<file path="src/rtl/core/ecr_pkg.sv">
// Shared types, widths and codes for the elastic collision response block.
package ecr_pkg;

   localparam int VAL_W       = 32;  // signed Q16.16 position and velocity
   localparam int MASS_W      = 32;  // unsigned Q16.16 mass
   localparam int CSR_IDX_W   = 8;
   localparam int NORM_BITS   = 28;  // normal vector is Q2.28
   localparam int SCALE_TOP   = 29;  // largest scaled magnitude has its top bit here
   localparam int DIFF_W      = 33;  // |p2 - p1|
   localparam int POS_W       = 6;   // bit position within DIFF_W
   localparam int SMAG_W      = SCALE_TOP + 1;
   localparam int SQ_W        = 2 * SMAG_W;
   localparam int SUM_W       = SQ_W + 2;
   localparam int LEN_W       = SUM_W / 2;
   localparam int REM_W       = LEN_W + 1;
   localparam int QUO_W       = NORM_BITS + 1;
   localparam int NRM_W       = QUO_W + 1;
   localparam int DV_W        = VAL_W + 1;
   localparam int PROD_W      = DV_W + NRM_W;
   localparam int PROJ_W      = 64;
   localparam int SPEED_W     = SUM_W - NORM_BITS;   // closing speed, Q16.16
   localparam int RATIO_W     = NORM_BITS;           // mass ratio, Q0.28
   localparam int MW_W        = SPEED_W + RATIO_W;
   localparam int IMP_W       = MW_W - (NORM_BITS - 1);
   localparam int SCL_W       = IMP_W + QUO_W;
   localparam int DELTA_W     = SCL_W - NORM_BITS;
   localparam int OUT_ACC_W   = DELTA_W + 2;
   localparam int QUEUE_DEPTH = 4;
   localparam int QPTR_W      = 2;
   localparam int QCNT_W      = 3;
   localparam int RATIO_STEPS = NORM_BITS;
   localparam int RCNT_W      = 5;

   localparam logic [MASS_W-1:0]  MASS_RESET  = MASS_W'(65536);
   localparam logic [RATIO_W-1:0] RATIO_RESET = RATIO_W'(1) << (RATIO_W - 1);

   typedef enum logic [CSR_IDX_W-1:0] {
      REG_MASS_FIRST  = 8'd0,
      REG_MASS_SECOND = 8'd1
   } csr_reg_type;

   typedef enum logic [1:0] {
      OUTCOME_APPLIED    = 2'd0,
      OUTCOME_SEPARATING = 2'd1,
      OUTCOME_COINCIDENT = 2'd2
   } outcome_type;

   // element 0 is the x component and sits in the lowest bits
   typedef logic [2:0][VAL_W-1:0] vec_type;

   // packed struct: last member lowest, so pos1 sits in the low bits
   typedef struct packed {
      vec_type vel2;
      vec_type pos2;
      vec_type vel1;
      vec_type pos1;
   } req_item_type;

   typedef struct packed {
      vec_type vel2;
      vec_type vel1;
   } rsp_item_type;

   typedef struct packed {
      vec_type    v1;
      vec_type    v2;
      logic [2:0] neg;
      logic       coinc;
   } carry_type;

   typedef struct packed {
      carry_type                 c;
      logic [2:0][SMAG_W-1:0]    mag;
   } front_item_type;

   typedef struct packed {
      logic               busy;
      logic [RATIO_W-1:0] r1;
      logic [RATIO_W-1:0] r2;
   } ratio_status_type;

   localparam int REQ_W = $bits(req_item_type);
   localparam int RSP_W = $bits(rsp_item_type);

   function automatic logic [POS_W-1:0] top_bit(input logic [DIFF_W-1:0] x);
      logic [POS_W-1:0] p;
      p = '0;
      for (int i = 0; i < DIFF_W; i++) begin
         if (x[i]) p = POS_W'(i);
      end
      return p;
   endfunction

endpackage

</file>
<file path="src/rtl/core/ecr_queue.sv">
// Short queue that decouples the front end from the back end.
module ecr_queue import ecr_pkg::*; (
   input  logic           clock,
   input  logic           reset,
   input  logic           in_valid,
   output logic           in_ready,
   input  front_item_type in_item,
   output logic           out_valid,
   input  logic           out_ready,
   output front_item_type out_item
);

   front_item_type      mem_ff [QUEUE_DEPTH];
   logic [QPTR_W-1:0]   wr_ff, wr_in, rd_ff, rd_in;
   logic [QCNT_W-1:0]   cnt_ff, cnt_in;
   logic                push, pop;

   assign in_ready  = (cnt_ff != QCNT_W'(QUEUE_DEPTH));
   assign out_valid = (cnt_ff != '0);
   assign out_item  = mem_ff[rd_ff];
   assign push      = in_valid && in_ready;
   assign pop       = out_valid && out_ready;

   always_comb begin
      wr_in  = push ? wr_ff + QPTR_W'(1) : wr_ff;
      rd_in  = pop ? rd_ff + QPTR_W'(1) : rd_ff;
      cnt_in = cnt_ff + QCNT_W'(push) - QCNT_W'(pop);
   end

   always_ff @(posedge clock) begin
      if (reset) begin
         wr_ff  <= '0;
         rd_ff  <= '0;
         cnt_ff <= '0;
      end else begin
         wr_ff  <= wr_in;
         rd_ff  <= rd_in;
         cnt_ff <= cnt_in;
      end
   end

   always_ff @(posedge clock) begin
      if (push) begin
         mem_ff[wr_ff] <= in_item;
      end
   end

endmodule

</file>
<file path="config.mk">
export PLATFORM = sky130hd
export DESIGN_NAME = ecr_queue
export DESIGN_NICKNAME = d
export VERILOG_FILES = /design/src/rtl/core/ecr_pkg.sv /design/src/rtl/core/ecr_queue.sv
export SDC_FILE = /design/constraint.sdc
export NUM_CORES = 1
export LEC_CHECK = 0
export CAP_MARGIN = 20
export CORE_UTILIZATION = 30
export DETAILED_ROUTE_END_ITERATION = 12
export DONT_BUFFER_PORTS = 1
export GPL_ROUTABILITY_DRIVEN = 0
export HOLD_SLACK_MARGIN = 0.12
export PLACE_DENSITY = 0.55
export RECOVER_POWER = 25
export SETUP_SLACK_MARGIN = 0.15
export SLEW_MARGIN = 20
export SYNTH_ARGS = -nofsm -noshare
export SYNTH_HDL_FRONTEND = slang
export SYNTH_SLANG_ARGS = --single-unit
</file>
<file path="constraint.sdc">
create_clock -name clock -period 18.4 [get_ports clock]
set_input_delay 2.76 -clock clock [delete_from_list [all_inputs] [get_ports clock]]
set_output_delay 2.76 -clock clock [all_outputs]
set_load 0.005 [all_outputs]
</file>
==> metrics.txt <==
minimum clock period=roughly 6.6 ns; CTS buffer count=approximately 120; CP dominant cell by count=buf_4; CTS max path bufs=3; Syn Area/Cell=roughly 27 sq um; DP HPWL=54510 um; filler instances=12.68k; r2r setup slk=roughly 14 ns; min-delay src=rd_ff[1]; Worst Hold Slack=~0.54 ns; router iterations before antenna repair=5; DIE AREA=about 0.14 sq mm; compound-cell area share of the yosys netlist=0.05949%; clock slew at reported path FFs=~0.06 ns; Max Cap Violations=0; post-synthesis mux area share=16.09%; postcts setup bufs=0; end of the worst hold path=rd_ff[1]; Hold Buf Count CTS=0; largest net degree at the start of global routing=roughly 130; Reg-to-Reg End=mem_ff[0][254]; XOR/XNOR Fraction of Synth Area=less than 1%; Crit path buffers/inverters=2; Final Worst Setup Slack=between 10 and 15 ns; WL final=roughly 86000 um; CP Launch Type=register; synthesized area=between 0.04 and 0.05 sq mm; routed vias/inst=between 4 and 5; Worst-Margin Slew=1.083 ns; Max H-tree Level=3; share of layout cells above drive strength 1=approximately a quarter; status=completed; data arrival time of the worst path=~3.9 ns; post-route ant nets=0; Worst EP required=between 15 and 20 ns; die width=376.4 um; Gate Count Post-Synth=1543; most frequent cells in the layout=1144 x edfxtp_1, 205 x mux4_2, 119 x clkbuf_16; Reg-to-Reg Start=cnt_ff[1]; total number of vias=between 15k and 20k; Fin Setup TNS=0 ns; # IOs=578; initial antenna violation count=1; CTS resizes=0; core area=about 0.14 sq mm; average wire per standard cell=around 24 um; gr ovfl total=0; prevailing post-synth register cell=edfxtp_1; Lkg Pwr=0.01453 uW; final hold violation count=0; clock sinks=roughly 1.2k; post-place setup slack=11.45 ns; crit-path cells=buf_4 > buf_4 > mux4_1; final slew viol count=0; post-synthesis net count=about 1.8k; CTS tree=built; CP endpoint kind=primary output; worst-path maximum fanout=49; hold depth=2; Async S/R FF share, synth=0%; Synth cell types=25; Initial Utilization=a little under a third; Synth Area in Adders=less than 1%; Final Skew=0.03577 ns; # port buffers=0; Yosys Warn Count=0; FMAX=150.9 MHz; RSZ-0062 raised after global routing=false; simple-gate area share of the yosys netlist=0.2261%; Area growth syn-to-layout=14.31%; Initial DRC Count=about 1.1k; Top delay family on crit path=buffers and inverters; Crit-path slowest cell=buf_4; main combinational cell family by area after synthesis=multiplexers; Die Y=~380 um; vias in the first global route=around 18k; EDFF count, synth=roughly 1.1k; Final Non-Filler Cells=between 3k and 4k; r2r worst-path depth=6; WS Path Type=register to primary output; DRC viols=0; pwr dens=around 140 mW/mm^2; Net count, final=just under 2k; GRT Util Overall=11.89%; Hold Path Class=register to register; # setup viols final=0; first-pass GRT wire length=about 120000 um; Clock Latency Late Sink=~0.7 ns; Placed Cells=between 3k and 4k; antenna fix cells=0; #FFs+latches synth=around 1.2k; worst vdd ir=between 0.09 and 0.1 mV; Slew HR=approximately 28%; CTS root buf=clkbuf_16; fin crit share=about 36%; commonest non-fill, non-tap cell in the layout=edfxtp_1; max incr delay on CP=roughly 0.8 ns; Seq/Total Area, Yosys=82.10%; row count=between 100 and 150
[layout make-up]
cell class | instances | area [sq um] | area share [%]
clock inverters | 76 | 828.3 | 1.723
inverters | 5 | 18.77 | 0.03903
clock buffers | 144 | 3072 | 6.388
repair buffers | 28 | 259.0 | 0.5386
multi-input cells | 320 | 7018 | 14.60
flip-flops and latches | 1153 | 34540 | 71.83
well taps | 1876 | 2347 | 4.882
[synthesized netlist by cell type, types with 3 or more instances]
library cell | n | area [sq um]
and2_1 | 5 | 31.28
buf_2 | 30 | 150.1
buf_6 | 25 | 281.5
buf_8 | 3 | 45.04
clkbuf_1 | 7 | 26.28
dfxtp_1 | 9 | 180.2
edfxtp_1 | 1144 | 34350
ha_1 | 6 | 75.07
inv_1 | 5 | 18.77
mux4_1 | 81 | 2128
mux4_2 | 205 | 4617
nor2_1 | 8 | 30.03
[metal layers]
metal  vias up  GRT usage (%)  part of all wire, %
met4         2          4.042                  2.3
met5         -              0                0.015
met3       121          6.823                   13
li1       6975              -                    -
met2       553          19.58                   49
met1      8829          12.70                   36
[kinds of logic after synthesis]
group	Yosys count
flops	1153
mux	288
buf+inv	70
simple gates	19
fa+ha+maj	7
compound gates	3
xor+xnor	3
[tightest hold or removal path, stage by stage, from the launching register on]
cell,delay [ns]
dfxtp_1,0.32
xor2_1,0.07
nor2_1,0.11
[power by group]
group	internal, uW	switching, uW
Sequential	3220	81.2
Clock	1400	982
Combinational	482	671
[per-stage QoR]
stage,power [uW],area (sq um),utilization [%]
5_1_grt,7097,48080,34.50
2_1_floorplan,4300,42060,-
6_report,6835,48080,34.50
3_3_place_gp,4520,44150,31.68
3_5_place_dp,4545,44150,31.68
4_1_cts,6944,48050,34.48
[how the worst max path moves through the flow]
stage | start | endpoint | slack, ns | cells after the start
after detailed placement | in_valid | mem_ff[1][65] | 11.45 | 5
final | register | out_item[244] | 11.77 | 3
after global routing | register | out_item[253] | 11.44 | 3
after CTS | register | out_item[253] | 11.49 | 3
after floorplan | in_valid | mem_ff[0][0] | 8.07 | 2
after global placement | in_valid | mem_ff[1][253] | 11.58 | 5
[registers in the layout, indices dropped and copies added (netlist names), named ones only]
signal and cells:
rd_ff 2, wr_ff 2, mem_ff 1144, cnt_ff 3
No activity file was read; power rests on OpenSTA's default activity.
