<file path="src/rtl/core/ecr_pkg.sv">
// Shared types, widths and codes for the elastic collision response block.
package ecr_pkg;

   localparam int VAL_W       = 32;  // signed Q16.16 position and velocity
   localparam int MASS_W      = 32;  // unsigned Q16.16 mass
   localparam int CSR_IDX_W   = 8;
   localparam int NORM_BITS   = 28;  // normal vector is Q2.28
   localparam int SCALE_TOP   = 29;  // largest scaled magnitude has its top bit here
   localparam int DIFF_W      = 33;  // |p2 - p1|
   localparam int POS_W       = 6;   // bit position within DIFF_W
   localparam int SMAG_W      = SCALE_TOP + 1;
   localparam int SQ_W        = 2 * SMAG_W;
   localparam int SUM_W       = SQ_W + 2;
   localparam int LEN_W       = SUM_W / 2;
   localparam int REM_W       = LEN_W + 1;
   localparam int QUO_W       = NORM_BITS + 1;
   localparam int NRM_W       = QUO_W + 1;
   localparam int DV_W        = VAL_W + 1;
   localparam int PROD_W      = DV_W + NRM_W;
   localparam int PROJ_W      = 64;
   localparam int SPEED_W     = SUM_W - NORM_BITS;   // closing speed, Q16.16
   localparam int RATIO_W     = NORM_BITS;           // mass ratio, Q0.28
   localparam int MW_W        = SPEED_W + RATIO_W;
   localparam int IMP_W       = MW_W - (NORM_BITS - 1);
   localparam int SCL_W       = IMP_W + QUO_W;
   localparam int DELTA_W     = SCL_W - NORM_BITS;
   localparam int OUT_ACC_W   = DELTA_W + 2;
   localparam int QUEUE_DEPTH = 4;
   localparam int QPTR_W      = 2;
   localparam int QCNT_W      = 3;
   localparam int RATIO_STEPS = NORM_BITS;
   localparam int RCNT_W      = 5;

   localparam logic [MASS_W-1:0]  MASS_RESET  = MASS_W'(65536);
   localparam logic [RATIO_W-1:0] RATIO_RESET = RATIO_W'(1) << (RATIO_W - 1);

   typedef enum logic [CSR_IDX_W-1:0] {
      REG_MASS_FIRST  = 8'd0,
      REG_MASS_SECOND = 8'd1
   } csr_reg_type;

   typedef enum logic [1:0] {
      OUTCOME_APPLIED    = 2'd0,
      OUTCOME_SEPARATING = 2'd1,
      OUTCOME_COINCIDENT = 2'd2
   } outcome_type;

   // element 0 is the x component and sits in the lowest bits
   typedef logic [2:0][VAL_W-1:0] vec_type;

   // packed struct: last member lowest, so pos1 sits in the low bits
   typedef struct packed {
      vec_type vel2;
      vec_type pos2;
      vec_type vel1;
      vec_type pos1;
   } req_item_type;

   typedef struct packed {
      vec_type vel2;
      vec_type vel1;
   } rsp_item_type;

   typedef struct packed {
      vec_type    v1;
      vec_type    v2;
      logic [2:0] neg;
      logic       coinc;
   } carry_type;

   typedef struct packed {
      carry_type                 c;
      logic [2:0][SMAG_W-1:0]    mag;
   } front_item_type;

   typedef struct packed {
      logic               busy;
      logic [RATIO_W-1:0] r1;
      logic [RATIO_W-1:0] r2;
   } ratio_status_type;

   localparam int REQ_W = $bits(req_item_type);
   localparam int RSP_W = $bits(rsp_item_type);

   function automatic logic [POS_W-1:0] top_bit(input logic [DIFF_W-1:0] x);
      logic [POS_W-1:0] p;
      p = '0;
      for (int i = 0; i < DIFF_W; i++) begin
         if (x[i]) p = POS_W'(i);
      end
      return p;
   endfunction

endpackage

</file>
<file path="src/rtl/core/ecr_front.sv">
// Front end: accept an item, take position differences and scale them.
module ecr_front import ecr_pkg::*; (
   input  logic           clock,
   input  logic           reset,
   input  logic           in_valid,
   output logic           in_ready,
   input  req_item_type   in_item,
   output logic           out_valid,
   input  logic           out_ready,
   output front_item_type out_item
);

   logic                   a_valid_ff, a_valid_in;
   carry_type              a_carry_ff, a_carry_in;
   logic [2:0][DIFF_W-1:0] a_mag_ff, a_mag_in;
   logic                   b_valid_ff, b_valid_in;
   front_item_type         b_item_ff, b_item_in;
   logic                   a_ready, b_ready;
   logic signed [DIFF_W-1:0] diff [3];
   logic [DIFF_W-1:0]      any_mag;
   logic [POS_W-1:0]       top;

   assign b_ready  = !b_valid_ff || out_ready;
   assign a_ready  = !a_valid_ff || b_ready;
   assign in_ready = a_ready;

   always_comb begin
      a_carry_in.v1    = in_item.vel1;
      a_carry_in.v2    = in_item.vel2;
      a_carry_in.coinc = 1'b0;
      for (int i = 0; i < 3; i++) begin
         diff[i] = $signed({in_item.pos2[i][VAL_W-1], in_item.pos2[i]})
                 - $signed({in_item.pos1[i][VAL_W-1], in_item.pos1[i]});
         a_carry_in.neg[i] = diff[i][DIFF_W-1];
         a_mag_in[i] = diff[i][DIFF_W-1] ? DIFF_W'(-diff[i]) : DIFF_W'(diff[i]);
      end
   end

   // top bit of the largest magnitude equals the top bit of their OR
   always_comb begin
      any_mag = a_mag_ff[0] | a_mag_ff[1] | a_mag_ff[2];
      top     = top_bit(any_mag);
      b_item_in.c       = a_carry_ff;
      b_item_in.c.coinc = (any_mag == '0);
      for (int i = 0; i < 3; i++) begin
         if (top > POS_W'(SCALE_TOP)) begin
            b_item_in.mag[i] = SMAG_W'(a_mag_ff[i] >> (top - POS_W'(SCALE_TOP)));
         end else begin
            b_item_in.mag[i] = SMAG_W'(a_mag_ff[i]) << (POS_W'(SCALE_TOP) - top);
         end
      end
   end

   assign a_valid_in = a_ready ? in_valid : a_valid_ff;
   assign b_valid_in = b_ready ? a_valid_ff : b_valid_ff;

   always_ff @(posedge clock) begin
      if (reset) begin
         a_valid_ff <= 1'b0;
         b_valid_ff <= 1'b0;
      end else begin
         a_valid_ff <= a_valid_in;
         b_valid_ff <= b_valid_in;
      end
   end

   always_ff @(posedge clock) begin
      if (a_ready) begin
         a_carry_ff <= a_carry_in;
         a_mag_ff   <= a_mag_in;
      end
      if (b_ready) begin
         b_item_ff <= b_item_in;
      end
   end

   assign out_valid = b_valid_ff;
   assign out_item  = b_item_ff;

endmodule

</file>
<file path="config.mk">
export PLATFORM = sky130hd
export DESIGN_NAME = ecr_front
export DESIGN_NICKNAME = d
export VERILOG_FILES = /design/src/rtl/core/ecr_pkg.sv /design/src/rtl/core/ecr_front.sv
export SDC_FILE = /design/constraint.sdc
export NUM_CORES = 1
export LEC_CHECK = 0
export ABC_AREA = 1
export ABC_CLOCK_PERIOD_IN_PS = 13800
export BUFFER_PORTS_ARGS = -buffer_cell sky130_fd_sc_hd__buf_2
export CAP_MARGIN = 5
export CORE_AREA = 2 2 277 279
export DETAILED_ROUTE_END_ITERATION = 10
export DIE_AREA = 0 0 279 281
export GPL_TIMING_DRIVEN = 0
export PLACE_DENSITY = 0.77
export SYNTH_ARGS = -nofsm -noshare
export SYNTH_HDL_FRONTEND = slang
export SYNTH_SLANG_ARGS = --single-unit
</file>
<file path="constraint.sdc">
create_clock -name clock -period 13.8 [get_ports clock]
set_clock_uncertainty 0.05 [all_clocks]
set_input_delay 2.76 -clock clock [delete_from_list [all_inputs] [get_ports clock]]
set_output_delay 2.76 -clock clock [all_outputs]
set_load 0.03 [all_outputs]
</file>
==> flow_summary_export.csv <==
group,metric,value,unit
floorplan,die_h,281,um
routing,first_pass_iters,9,
logic_synthesis,ys_seq_elements,582,
logic_synthesis,synth_ff_type,"edfxtp_1",
pwr,powerDensity,205,mW/mm^2
clocking,clk_pin_slew,0.07,ns
sta,rsz0062_at_grt,"false",
floorplan,core_region_area,0.0754,mm^2
cells_and_area,fillers,6982,
logic_synthesis,synth_cells,3791,
clocking,htreeDepth,2,
logic_synthesis,syn_area_per_cell,8.86,um^2
placement,port_buffers,675,
logic_synthesis,ys_warn_count,0,
job,maxCapViolations,1,
sta,fin_crit_sh,59.0,%
grt,overflow,0,
grt,track_usage,43.1,%
setup_path,crit_arrival,8.45,ns
placement,placed_cell_area,0.0384,mm^2
floorplan,die_w,279,um
clocking,hold_buffers,0,
setup_path,criticalPathCategory,"flip-flop to flip-flop",
cells_and_area,final_nets,5026,
setup_path,endpoint_kind,"flip-flop",
routing,vias,33300,
sta,whs,0.329,ns
logic_synthesis,synth_common_cells,"nand3_1 (944), nand2_1 (909), edfxtp_1 (580)",
pwr,vdd_drop_max,0.113,mV
floorplan,core.rowCount,101,
routing,wire_per_inst,31.3,um
sta,setup_viol,0,
setup_path,crit_required,14.12,ns
floorplan,dieArea,0.0784,mm^2
logic_synthesis,synth_area_leader_cell,"edfxtp_1",
logic_synthesis,synth_edf_count,580,
clocking,post-cts-setup-buffers,0,
placement,globalplace.congestion,1.08,
grt,grt_max_degree,70,
logic_synthesis,yosys-top-cells-area,"edfxtp_1 (52%), nand3_1 (14%), nand2_1 (10%), ha_1 (3.9%), inv_1 (3.7%)",
sta,fmax,0.123,GHz
routing,via_per_inst,5.98,
clocking,ctsResizeCount,0,
grt,grt_pass1_vias,31200,
floorplan,initial_utilization,44.5,%
placement,dp.final_hpwl,142000,um
logic_synthesis,syn_nets,4286,
sta,slew_viol_final,11,
grt,grt_pass1_wl,234000,um
min_path,hp-class,"flip-flop to flip-flop",
routing,drtAntennaViolNets,0,
cells_and_area,synthToLayoutAreaGrowth,19.8,%
outcome,outcome,"complete, but fails checks",
cells_and_area,final_area,0.0402,mm^2
logic_synthesis,yosysTopAreaCellShare,51.9,%
cells_and_area,drive_above_1_share,18.8,%
sta,tightest_slew,1.55,ns
setup_path,path_max_fanout,12,
logic_synthesis,ys_types,49,
clocking,tritoncts,"yes",
logic_synthesis,synth-seq-area-share,52.0,%
clocking,cts_sinks,582,
sta,relSlewSlack,-3.51,%
clocking,cts_buffers,55,
logic_synthesis,synth.most_common_cell,"nand3_1",
grt,antenna_found_initial,17,
sta,min_period,8.14,ns
setup_path,start_kind,"flip-flop",
floorplan,pin_count,676,
outcome,violations,"capacitance limit, slew limit",
clocking,ctsLongestPathBuffers,3,
routing,drtIter0Drc,4456,
pwr,power.leakage,18.7,nW
sta,hold_viol_final,0,
clocking,cts_root_buf,"clkbuf_16",
clocking,clkLatencyLatePin,0.66,ns
logic_synthesis,async_reset_ff_share,0,%
logic_synthesis,syn_area,0.0336,mm^2
routing,drc,0,
routing,drt-total-wl,174000,um
sequential cells by signal, indices dropped and copies added (netlist names):
| name | flops |
|---|---|
| a_mag_ff | 99 |
| out_item | 286 |
| out_valid | 1 |
| a_valid_ff | 1 |
| a_carry_ff | 195 |
report_power, final:
group / switching [mW] / internal (mW) / leakage [nW]
combinational: 3.26 / 0.935 / 11.7
sequential: 0.189 / 2.37 / 6.16
clock: 0.654 / 0.831 / 0.843
per-layer routing:
layer	global-route usage, %	part of all wire [%]
met5	0	0.045
met4	31.8	8.8
met3	11.6	11
met2	67.0	44
met1	51.5	36
cell type report:
type	count	area [um^2]	area share, %
Antenna cell	13	32.5	0.0809
Clock buffer	79	1500	3.72
Multi-Input combinational cell	2692	14100	35.0
Buffer	173	781	1.94
Inverter	344	1290	3.21
Tap cell	978	1220	3.04
Sequential cell	582	17500	43.4
Timing Repair Buffer	683	3600	8.95
Clock inverter	20	268	0.666
logic make-up after synthesis:
group / after synthesis / synth area share, %
AOI/OAI and AO/OA: 299 / 5.06
buffers and inverters: 517 / 6.17
xor gates and xnor gates: 178 / 4.64
adders and majority gates: 107 / 4.05
DFF: 582 / 52.0
and+or+nand+nor: 2108 / 28.1
final timing paths:
check,depth (start not counted),endpoint,slack [ns],start
max,26,out_item[81],5.66,a_mag_ff[2]
max reg2reg,26,out_item[81],5.66,a_mag_ff[2]
min reg2reg,0,out_item[227],0.33,a_carry_ff[137]
min,0,out_item[227],0.33,a_carry_ff[137]
placed cells by master, fill, tap and decap left out, types with 4 or more instances in the layout:
cell,count
o21ai_2,6
a21oi_1,125
clkbuf_1,111
nand2_1,908
nor3_1,61
diode_2,13
o211ai_1,22
o21ai_1,44
buf_2,714
nor3b_1,5
nand3b_1,8
a21boi_1,5
bufinv_16,4
clkinv_2,4
buf_6,8
a21o_1,5
o31ai_1,7
nand3_1,943
nor2_1,117
or2_2,11
buf_16,8
o21bai_1,10
buf_1,30
buf_4,6
xnor2_1,51
edfxtp_1,580
a31oi_1,8
inv_2,11
clkinv_1,8
nand2_4,5
inv_1,333
nand2_2,7
nand4_1,21
and2_1,4
xor2_1,126
o21ai_0,54
clkbuf_16,55
ha_1,104
stage by stage:
stage,total power [mW],setup TNS (ns),utilization (%),std cells,setup slack (ns)
floorplan,4.70,0,-,3791,1.15
global placement,6.55,-616.83,50.6,5444,-3.83
detailed placement,6.52,0,50.9,5452,6.22
CTS,8.00,0,53.3,5551,6.24
global route,8.39,0,53.3,5561,5.80
finish,8.24,0,53.3,5564,5.66
critical path, cell delays in order, from the launching register on:
cell and delay, ns:
edfxtp_1 0.53, inv_2 0.11, nand2_1 0.06, nor2_2 0.16, nand2_1 0.08, a31oi_1 0.20
o21bai_1 0.10, a31oi_1 0.24, o21bai_1 0.13, a31oi_1 0.19, nor2_1 0.07, o211ai_1 0.16
nand2_1 0.24, inv_1 0.29, nor2_1 0.22, inv_2 0.22, clkbuf_1 0.63, buf_1 0.71
ha_1 0.43, clkbuf_1 0.27, inv_1 0.15, clkbuf_1 0.80, o21ai_0 0.73, o21ai_1 0.69
nand2_1 0.13, nand3_1 0.14, nand2_1 0.12
Power figures use the tool's default switching activity.
