### src/rtl/core/ecr_pkg.sv
// Shared types, widths and codes for the elastic collision response block.
package ecr_pkg;

   localparam int VAL_W       = 32;  // signed Q16.16 position and velocity
   localparam int MASS_W      = 32;  // unsigned Q16.16 mass
   localparam int CSR_IDX_W   = 8;
   localparam int NORM_BITS   = 28;  // normal vector is Q2.28
   localparam int SCALE_TOP   = 29;  // largest scaled magnitude has its top bit here
   localparam int DIFF_W      = 33;  // |p2 - p1|
   localparam int POS_W       = 6;   // bit position within DIFF_W
   localparam int SMAG_W      = SCALE_TOP + 1;
   localparam int SQ_W        = 2 * SMAG_W;
   localparam int SUM_W       = SQ_W + 2;
   localparam int LEN_W       = SUM_W / 2;
   localparam int REM_W       = LEN_W + 1;
   localparam int QUO_W       = NORM_BITS + 1;
   localparam int NRM_W       = QUO_W + 1;
   localparam int DV_W        = VAL_W + 1;
   localparam int PROD_W      = DV_W + NRM_W;
   localparam int PROJ_W      = 64;
   localparam int SPEED_W     = SUM_W - NORM_BITS;   // closing speed, Q16.16
   localparam int RATIO_W     = NORM_BITS;           // mass ratio, Q0.28
   localparam int MW_W        = SPEED_W + RATIO_W;
   localparam int IMP_W       = MW_W - (NORM_BITS - 1);
   localparam int SCL_W       = IMP_W + QUO_W;
   localparam int DELTA_W     = SCL_W - NORM_BITS;
   localparam int OUT_ACC_W   = DELTA_W + 2;
   localparam int QUEUE_DEPTH = 4;
   localparam int QPTR_W      = 2;
   localparam int QCNT_W      = 3;
   localparam int RATIO_STEPS = NORM_BITS;
   localparam int RCNT_W      = 5;

   localparam logic [MASS_W-1:0]  MASS_RESET  = MASS_W'(65536);
   localparam logic [RATIO_W-1:0] RATIO_RESET = RATIO_W'(1) << (RATIO_W - 1);

   typedef enum logic [CSR_IDX_W-1:0] {
      REG_MASS_FIRST  = 8'd0,
      REG_MASS_SECOND = 8'd1
   } csr_reg_type;

   typedef enum logic [1:0] {
      OUTCOME_APPLIED    = 2'd0,
      OUTCOME_SEPARATING = 2'd1,
      OUTCOME_COINCIDENT = 2'd2
   } outcome_type;

   // element 0 is the x component and sits in the lowest bits
   typedef logic [2:0][VAL_W-1:0] vec_type;

   // packed struct: last member lowest, so pos1 sits in the low bits
   typedef struct packed {
      vec_type vel2;
      vec_type pos2;
      vec_type vel1;
      vec_type pos1;
   } req_item_type;

   typedef struct packed {
      vec_type vel2;
      vec_type vel1;
   } rsp_item_type;

   typedef struct packed {
      vec_type    v1;
      vec_type    v2;
      logic [2:0] neg;
      logic       coinc;
   } carry_type;

   typedef struct packed {
      carry_type                 c;
      logic [2:0][SMAG_W-1:0]    mag;
   } front_item_type;

   typedef struct packed {
      logic               busy;
      logic [RATIO_W-1:0] r1;
      logic [RATIO_W-1:0] r2;
   } ratio_status_type;

   localparam int REQ_W = $bits(req_item_type);
   localparam int RSP_W = $bits(rsp_item_type);

   function automatic logic [POS_W-1:0] top_bit(input logic [DIFF_W-1:0] x);
      logic [POS_W-1:0] p;
      p = '0;
      for (int i = 0; i < DIFF_W; i++) begin
         if (x[i]) p = POS_W'(i);
      end
      return p;
   endfunction

endpackage

### src/rtl/core/ecr_ratio.sv
// Mass registers and the serial divider that derives the two mass ratios.
module ecr_ratio import ecr_pkg::*; (
   input  logic                 clock,
   input  logic                 reset,
   input  logic                 csr_valid,
   output logic                 csr_ready,
   input  logic [CSR_IDX_W-1:0] csr_index,
   input  logic [MASS_W-1:0]    csr_data,
   output ratio_status_type     status
);

   logic [MASS_W-1:0]  m1_ff, m1_in, m2_ff, m2_in, m1_eff, m2_eff;
   logic               load_ff, load_in;
   logic [RCNT_W-1:0]  cnt_ff, cnt_in;
   logic [MASS_W:0]    total_ff, total_in, rem1_ff, rem1_in, rem2_ff, rem2_in;
   logic [RATIO_W-1:0] q1_ff, q1_in, q2_ff, q2_in;
   logic [MASS_W+1:0]  t1, t2;
   logic               ge1, ge2, wr, busy;

   assign busy      = load_ff || (cnt_ff != '0);
   assign csr_ready = !busy;
   assign wr        = csr_valid && csr_ready;

   // a zero mass reads as the smallest nonzero mass
   assign m1_eff = (m1_ff == '0) ? MASS_W'(1) : m1_ff;
   assign m2_eff = (m2_ff == '0) ? MASS_W'(1) : m2_ff;

   always_comb begin
      m1_in    = m1_ff;
      m2_in    = m2_ff;
      load_in  = 1'b0;
      cnt_in   = cnt_ff;
      total_in = total_ff;
      rem1_in  = rem1_ff;
      rem2_in  = rem2_ff;
      q1_in    = q1_ff;
      q2_in    = q2_ff;
      t1       = {rem1_ff, 1'b0};
      t2       = {rem2_ff, 1'b0};
      ge1      = (t1 >= {1'b0, total_ff});
      ge2      = (t2 >= {1'b0, total_ff});
      if (wr && csr_index == REG_MASS_FIRST) begin
         m1_in   = csr_data;
         load_in = 1'b1;
      end
      if (wr && csr_index == REG_MASS_SECOND) begin
         m2_in   = csr_data;
         load_in = 1'b1;
      end
      if (load_ff) begin
         total_in = {1'b0, m1_eff} + {1'b0, m2_eff};
         rem1_in  = {1'b0, m1_eff};
         rem2_in  = {1'b0, m2_eff};
         q1_in    = '0;
         q2_in    = '0;
         cnt_in   = RCNT_W'(RATIO_STEPS);
      end else if (cnt_ff != '0) begin
         rem1_in = ge1 ? (MASS_W+1)'(t1 - {1'b0, total_ff}) : (MASS_W+1)'(t1);
         rem2_in = ge2 ? (MASS_W+1)'(t2 - {1'b0, total_ff}) : (MASS_W+1)'(t2);
         q1_in   = {q1_ff[RATIO_W-2:0], ge1};
         q2_in   = {q2_ff[RATIO_W-2:0], ge2};
         cnt_in  = cnt_ff - RCNT_W'(1);
      end
   end

   always_ff @(posedge clock) begin
      if (reset) begin
         m1_ff   <= MASS_RESET;
         m2_ff   <= MASS_RESET;
         load_ff <= 1'b0;
         cnt_ff  <= '0;
         q1_ff   <= RATIO_RESET;
         q2_ff   <= RATIO_RESET;
      end else begin
         m1_ff   <= m1_in;
         m2_ff   <= m2_in;
         load_ff <= load_in;
         cnt_ff  <= cnt_in;
         q1_ff   <= q1_in;
         q2_ff   <= q2_in;
      end
   end

   always_ff @(posedge clock) begin
      total_ff <= total_in;
      rem1_ff  <= rem1_in;
      rem2_ff  <= rem2_in;
   end

   assign status.busy = busy;
   assign status.r1   = q1_ff;
   assign status.r2   = q2_ff;

endmodule

### config.mk
export PLATFORM = sky130hd
export DESIGN_NAME = ecr_ratio
export DESIGN_NICKNAME = d
export VERILOG_FILES = /design/src/rtl/core/ecr_pkg.sv /design/src/rtl/core/ecr_ratio.sv
export SDC_FILE = /design/constraint.sdc
export NUM_CORES = 1
export LEC_CHECK = 0
export BUFFER_PORTS_ARGS = -buffer_cell sky130_fd_sc_hd__buf_2
export CORE_UTILIZATION = 50
export CTS_CLUSTER_SIZE = 14
export DETAILED_ROUTE_END_ITERATION = 6
export PLACE_DENSITY = 0.71
export SLEW_MARGIN = 5
export SYNTH_ARGS = -nofsm -noshare
export SYNTH_HDL_FRONTEND = slang
export SYNTH_SLANG_ARGS = --single-unit
### constraint.sdc
create_clock -name clock -period 4.4 [get_ports clock]
set_clock_uncertainty 0.1 [all_clocks]
set_input_delay 0.44 -clock clock [delete_from_list [all_inputs] [get_ports clock]]
set_output_delay 0.44 -clock clock [all_outputs]
set_load 0.1 [all_outputs]
==> impl_metrics.sql <==
INSERT INTO impl_metrics (metric_group, metric, value, unit) VALUES
('drt', 'via_per_inst', '5.85', ''),
('worst_setup_path', 'cp.arrival', '4.34', 'ns'),
('clock_network', 'number_of_levels_in_the_clock_h_tree', '1', ''),
('clock_network', 'clock_tree.root_cell', 'sky130_fd_sc_hd__clkbuf_16', ''),
('grt', 'grt_start_max_net_pins', '71', ''),
('pwr', 'power_frac_comb', '44.0', '%'),
('synth', 'yosysSeqAreaShare', '38.1', '%'),
('floorplanning', 'dieHeight', '171', 'um'),
('grt', 'grt_antenna_before_repair', '3', ''),
('timing', 'final-max-slew-violation-count', '0', ''),
('grt', 'met1_usage', '38.9', '%'),
('placement', 'gp_routability_congestion', '0.956', ''),
('synth', 'async_flop_share', '0', '%'),
('placement', 'detailed_place.area', '14900', 'um2'),
('drt', 'finalWirelength', '39.3', 'mm'),
('floorplanning', 'starting_utilization_of_the_core_area', '51.2', '%'),
('timing', 'worst_slew_pin_slew', '1.21', 'ns'),
('floorplanning', 'design.die.area', '29400', 'um2'),
('clock_network', 'insertion_delay', '0.54', 'ns'),
('grt', 'grt_pass1_wl', '61.1', 'mm'),
('timing', 'max-slew-margin-rel', '19.3', '%'),
('clock_network', 'clockBufferDepth', '3', ''),
('worst_setup_path', 'critPathTopFamily', 'compound AO/OA/AOI/OAI gates', ''),
('clock_network', 'cts_made_buffers', '25', ''),
('worst_setup_path', 'timing.critical_path.required', '4.59', 'ns'),
('drt', 'wl_per_cell', '18.3', 'um'),
('worst_setup_path', 'number_of_buffers_and_inverters_on_the_critical_path', '0', ''),
('pwr', 'power.clock.fraction', '22.2', '%'),
('drt', 'antenna_violating_nets_post_route', '0', ''),
('finish', 'final_cell_area', '15700', 'um2'),
('timing', 'fmax', '241', 'MHz'),
('pwr', 'switching_share', '41.5', '%'),
('placement', 'port-buffer-count', '100', ''),
('pwr', 'power.density_cell_area', '578', 'nW/um2'),
('worst_setup_path', 'timing.critical_path.to_type', 'register', ''),
('timing', 'min_period', '4.15', 'ns'),
('synth', 'syn-num-nets', '1898', ''),
('timing', 'setup_viol', '0', ''),
('synth', 'synth-main-ff-cell', 'sky130_fd_sc_hd__dfxtp_1', ''),
('grt', 'track_usage', '26.6', '%'),
('finish', 'finish.net_count', '1899', ''),
('pwr', 'pleak', '6.74', 'nW'),
('timing', 'final.setup.tns', '0', 'ns'),
('run', 'drv_cap', '0', ''),
('outcome', 'run_status', 'finished, final reports clean', ''),
('timing', 'timing.final.hold_violations', '0', ''),
('synth', 'ys_types', '80', ''),
('finish', 'final_layout_size_suffix_gt1_share', '11.6', '%'),
('pwr', 'power_frac_seq', '33.7', '%'),
('synth', 'synth_enable_flop_cells', '97', ''),
('finish', 'final_cell_mix', 'sky130_fd_sc_hd__nand2_1, sky130_fd_sc_hd__a21oi_1, sky130_fd_sc_hd__dfxtp_1', ''),
('grt', 'grt_use_met3', '7.11', '%'),
('worst_setup_path', 'slowest_stage', 'sky130_fd_sc_hd__o31ai_1', ''),
('synth', 'ys_seq_elements', '225', ''),
('pwr', 'netSwitchingPower', '3.76', 'mW'),
('clock_network', 'postCtsSetupBuffers', '0', ''),
('floorplanning', 'rows', '61', ''),
('clock_network', 'tritoncts_clock_tree', 'done', ''),
('pwr', 'vdd_drop_max', '0.269', 'mV'),
('grt', 'met2_usage', '37.5', '%'),
('finish', 'most_common_cell_after_layout_fill_and_taps_aside', 'sky130_fd_sc_hd__nand2_1', ''),
('worst_setup_path', 'cp_max_stage_delay', '0.53', 'ns'),
('drt', 'num_vias', '12596', ''),
('synth', 'synthesis.yosys.warnings', '0', ''),
('drt', 'firstDrtPassIters', '5', ''),
('grt', 'globalRoute.busiestLayer', 'met1', ''),
('timing', 'timing.final.crit_share', '94.4', '%'),
('grt', 'globalRouteOverflowTotal', '0', ''),
('floorplanning', 'pin_count', '101', ''),
('worst_setup_path', 'crit_path_start_kind', 'register', ''),
('hold_path', 'hp_class', 'input pin to register', '');
[metrics by stage]
stage               hold slack, ns  worst slack, ns  power [mW]  cells
finish                      0.0470            0.246        9.07   2152
global route                0.0378           0.0169        9.59   2151
CTS                         0.0202            0.303        9.04   2151
detailed placement           0.360            0.320        7.00   2105
global placement             0.352            0.425        6.97   2105
floorplan                    0.346            0.357        6.08   1753
[power by group through the flow]
| stage | Sequential, mW | Clock [mW] | Combinational, mW |
|---|---|---|---|
| final | 3.06 | 2.02 | 4.00 |
| after CTS | 3.05 | 2.06 | 3.94 |
| after detailed placement | 3.10 | 0 | 3.90 |
| after floorplan | 3.25 | 0 | 2.83 |
| after global placement | 3.09 | 0 | 3.88 |
| after global routing | 3.10 | 2.14 | 4.35 |
[final cells by class]
type / instances / area (um2)
fillers: 2557 / 12300
multi-input cells: 1328 / 8110
flip-flops and latches: 225 / 5480
clock buffers: 34 / 717
repair buffers: 114 / 618
well taps: 378 / 473
inverters: 60 / 225
clock inverters: 12 / 81.3
diodes: 1 / 2.50
[state kept, by name, indices dropped and copies added, names as in the netlist]
register  flops
total_ff     33
cnt_ff        5
rem1_ff      33
load_ff       1
m1_ff        32
rem2_ff      33
q1_ff        28
m2_ff        32
q2_ff        28
[worst register-to-register path, cell delays in order, from the launching register on]
cell                        delay (ns)
sky130_fd_sc_hd__dfxtp_1          0.35
sky130_fd_sc_hd__nor4_1           0.47
sky130_fd_sc_hd__nand4_1          0.28
sky130_fd_sc_hd__o21bai_1         0.28
sky130_fd_sc_hd__ha_1             0.25
sky130_fd_sc_hd__fa_1             0.24
sky130_fd_sc_hd__a21oi_1          0.11
sky130_fd_sc_hd__o2111ai_1        0.25
sky130_fd_sc_hd__a211oi_1         0.14
sky130_fd_sc_hd__o31ai_1          0.53
sky130_fd_sc_hd__a21oi_1          0.17
sky130_fd_sc_hd__a21oi_1          0.37
sky130_fd_sc_hd__a21o_1           0.19
sky130_fd_sc_hd__a21oi_1          0.07
sky130_fd_sc_hd__xnor2_1          0.13
[kinds of logic (layout without fill, tap and decap cells)]
logic type / after synthesis / in the layout / share of synthesized area (%)
flip-flops: 225 / 225 / 38.1
XOR/XNOR: 79 / 79 / 4.82
other: 0 / 1 / 0
multiplexers: 27 / 27 / 2.04
AO/OA/AOI/OAI: 486 / 486 / 21.2
buffers and inverters: 200 / 220 / 5.43
AND/OR/NAND/NOR: 634 / 634 / 19.3
adder cells (fa/ha/maj): 102 / 102 / 9.05
[layer usage]
| metal | vias to the layer above | wire length, um |
|---|---|---|
| met2 | 445 | 16100 |
| met4 | 2 | 1020 |
| met5 | - | 13 |
| li1 | 6177 | - |
| met1 | 5907 | 18400 |
| met3 | 65 | 3800 |
[path summary, 6_finish.rpt]
| kind | slack, ns | from | to | cells after the start |
|---|---|---|---|---|
| setup / recovery | 0.25 | m2_ff[24]$_SDFFE_PP0P_ | total_ff[30]$_DFFE_PP_ | 14 |
| hold / removal | 0.05 | csr_data[16] | m2_ff[16]$_SDFFE_PP1P_ | 3 |
| setup reg to reg | 0.25 | m2_ff[24]$_SDFFE_PP0P_ | total_ff[30]$_DFFE_PP_ | 14 |
| hold reg to reg | 0.36 | q2_ff[6]$_SDFFE_PP0P_ | q2_ff[6]$_SDFFE_PP0P_ | 2 |
[cells in the mapped netlist (4+ instances only)]
cell / count / share of area, %
sky130_fd_sc_hd__nand3b_1: 4 / 0.21
sky130_fd_sc_hd__nor4_1: 20 / 0.87
sky130_fd_sc_hd__a31oi_1: 30 / 1.3
sky130_fd_sc_hd__o21a_1: 11 / 0.58
sky130_fd_sc_hd__nand2b_1: 11 / 0.48
sky130_fd_sc_hd__or2_2: 4 / 0.17
sky130_fd_sc_hd__mux2i_1: 9 / 0.63
sky130_fd_sc_hd__edfxtp_1: 97 / 20
sky130_fd_sc_hd__clkbuf_1: 125 / 3.3
sky130_fd_sc_hd__a2bb2oi_1: 6 / 0.37
sky130_fd_sc_hd__a21oi_1: 250 / 8.7
sky130_fd_sc_hd__nand3_1: 29 / 1.0
sky130_fd_sc_hd__and3_1: 21 / 0.92
sky130_fd_sc_hd__o31ai_1: 8 / 0.42
sky130_fd_sc_hd__o21ai_0: 38 / 1.3
sky130_fd_sc_hd__nand4_1: 17 / 0.74
sky130_fd_sc_hd__a211oi_1: 21 / 1.1
sky130_fd_sc_hd__inv_1: 60 / 1.6
sky130_fd_sc_hd__a21o_1: 29 / 1.5
sky130_fd_sc_hd__dfxtp_1: 128 / 18
sky130_fd_sc_hd__o211ai_1: 7 / 0.37
sky130_fd_sc_hd__ha_1: 99 / 8.6
sky130_fd_sc_hd__nor2b_1: 15 / 0.65
sky130_fd_sc_hd__mux2_2: 18 / 1.4
sky130_fd_sc_hd__nor3_1: 19 / 0.66
sky130_fd_sc_hd__nand2_1: 359 / 9.4
sky130_fd_sc_hd__o21bai_1: 17 / 0.89
sky130_fd_sc_hd__buf_2: 8 / 0.28
sky130_fd_sc_hd__and2_1: 8 / 0.35
sky130_fd_sc_hd__a221o_1: 5 / 0.35
sky130_fd_sc_hd__o21ai_1: 11 / 0.38
sky130_fd_sc_hd__xor2_1: 31 / 1.9
sky130_fd_sc_hd__a211o_1: 5 / 0.31
sky130_fd_sc_hd__nor2_1: 110 / 2.9
sky130_fd_sc_hd__and4_1: 4 / 0.24
sky130_fd_sc_hd__xnor2_1: 48 / 2.9
Power figures use the tool's default switching activity.
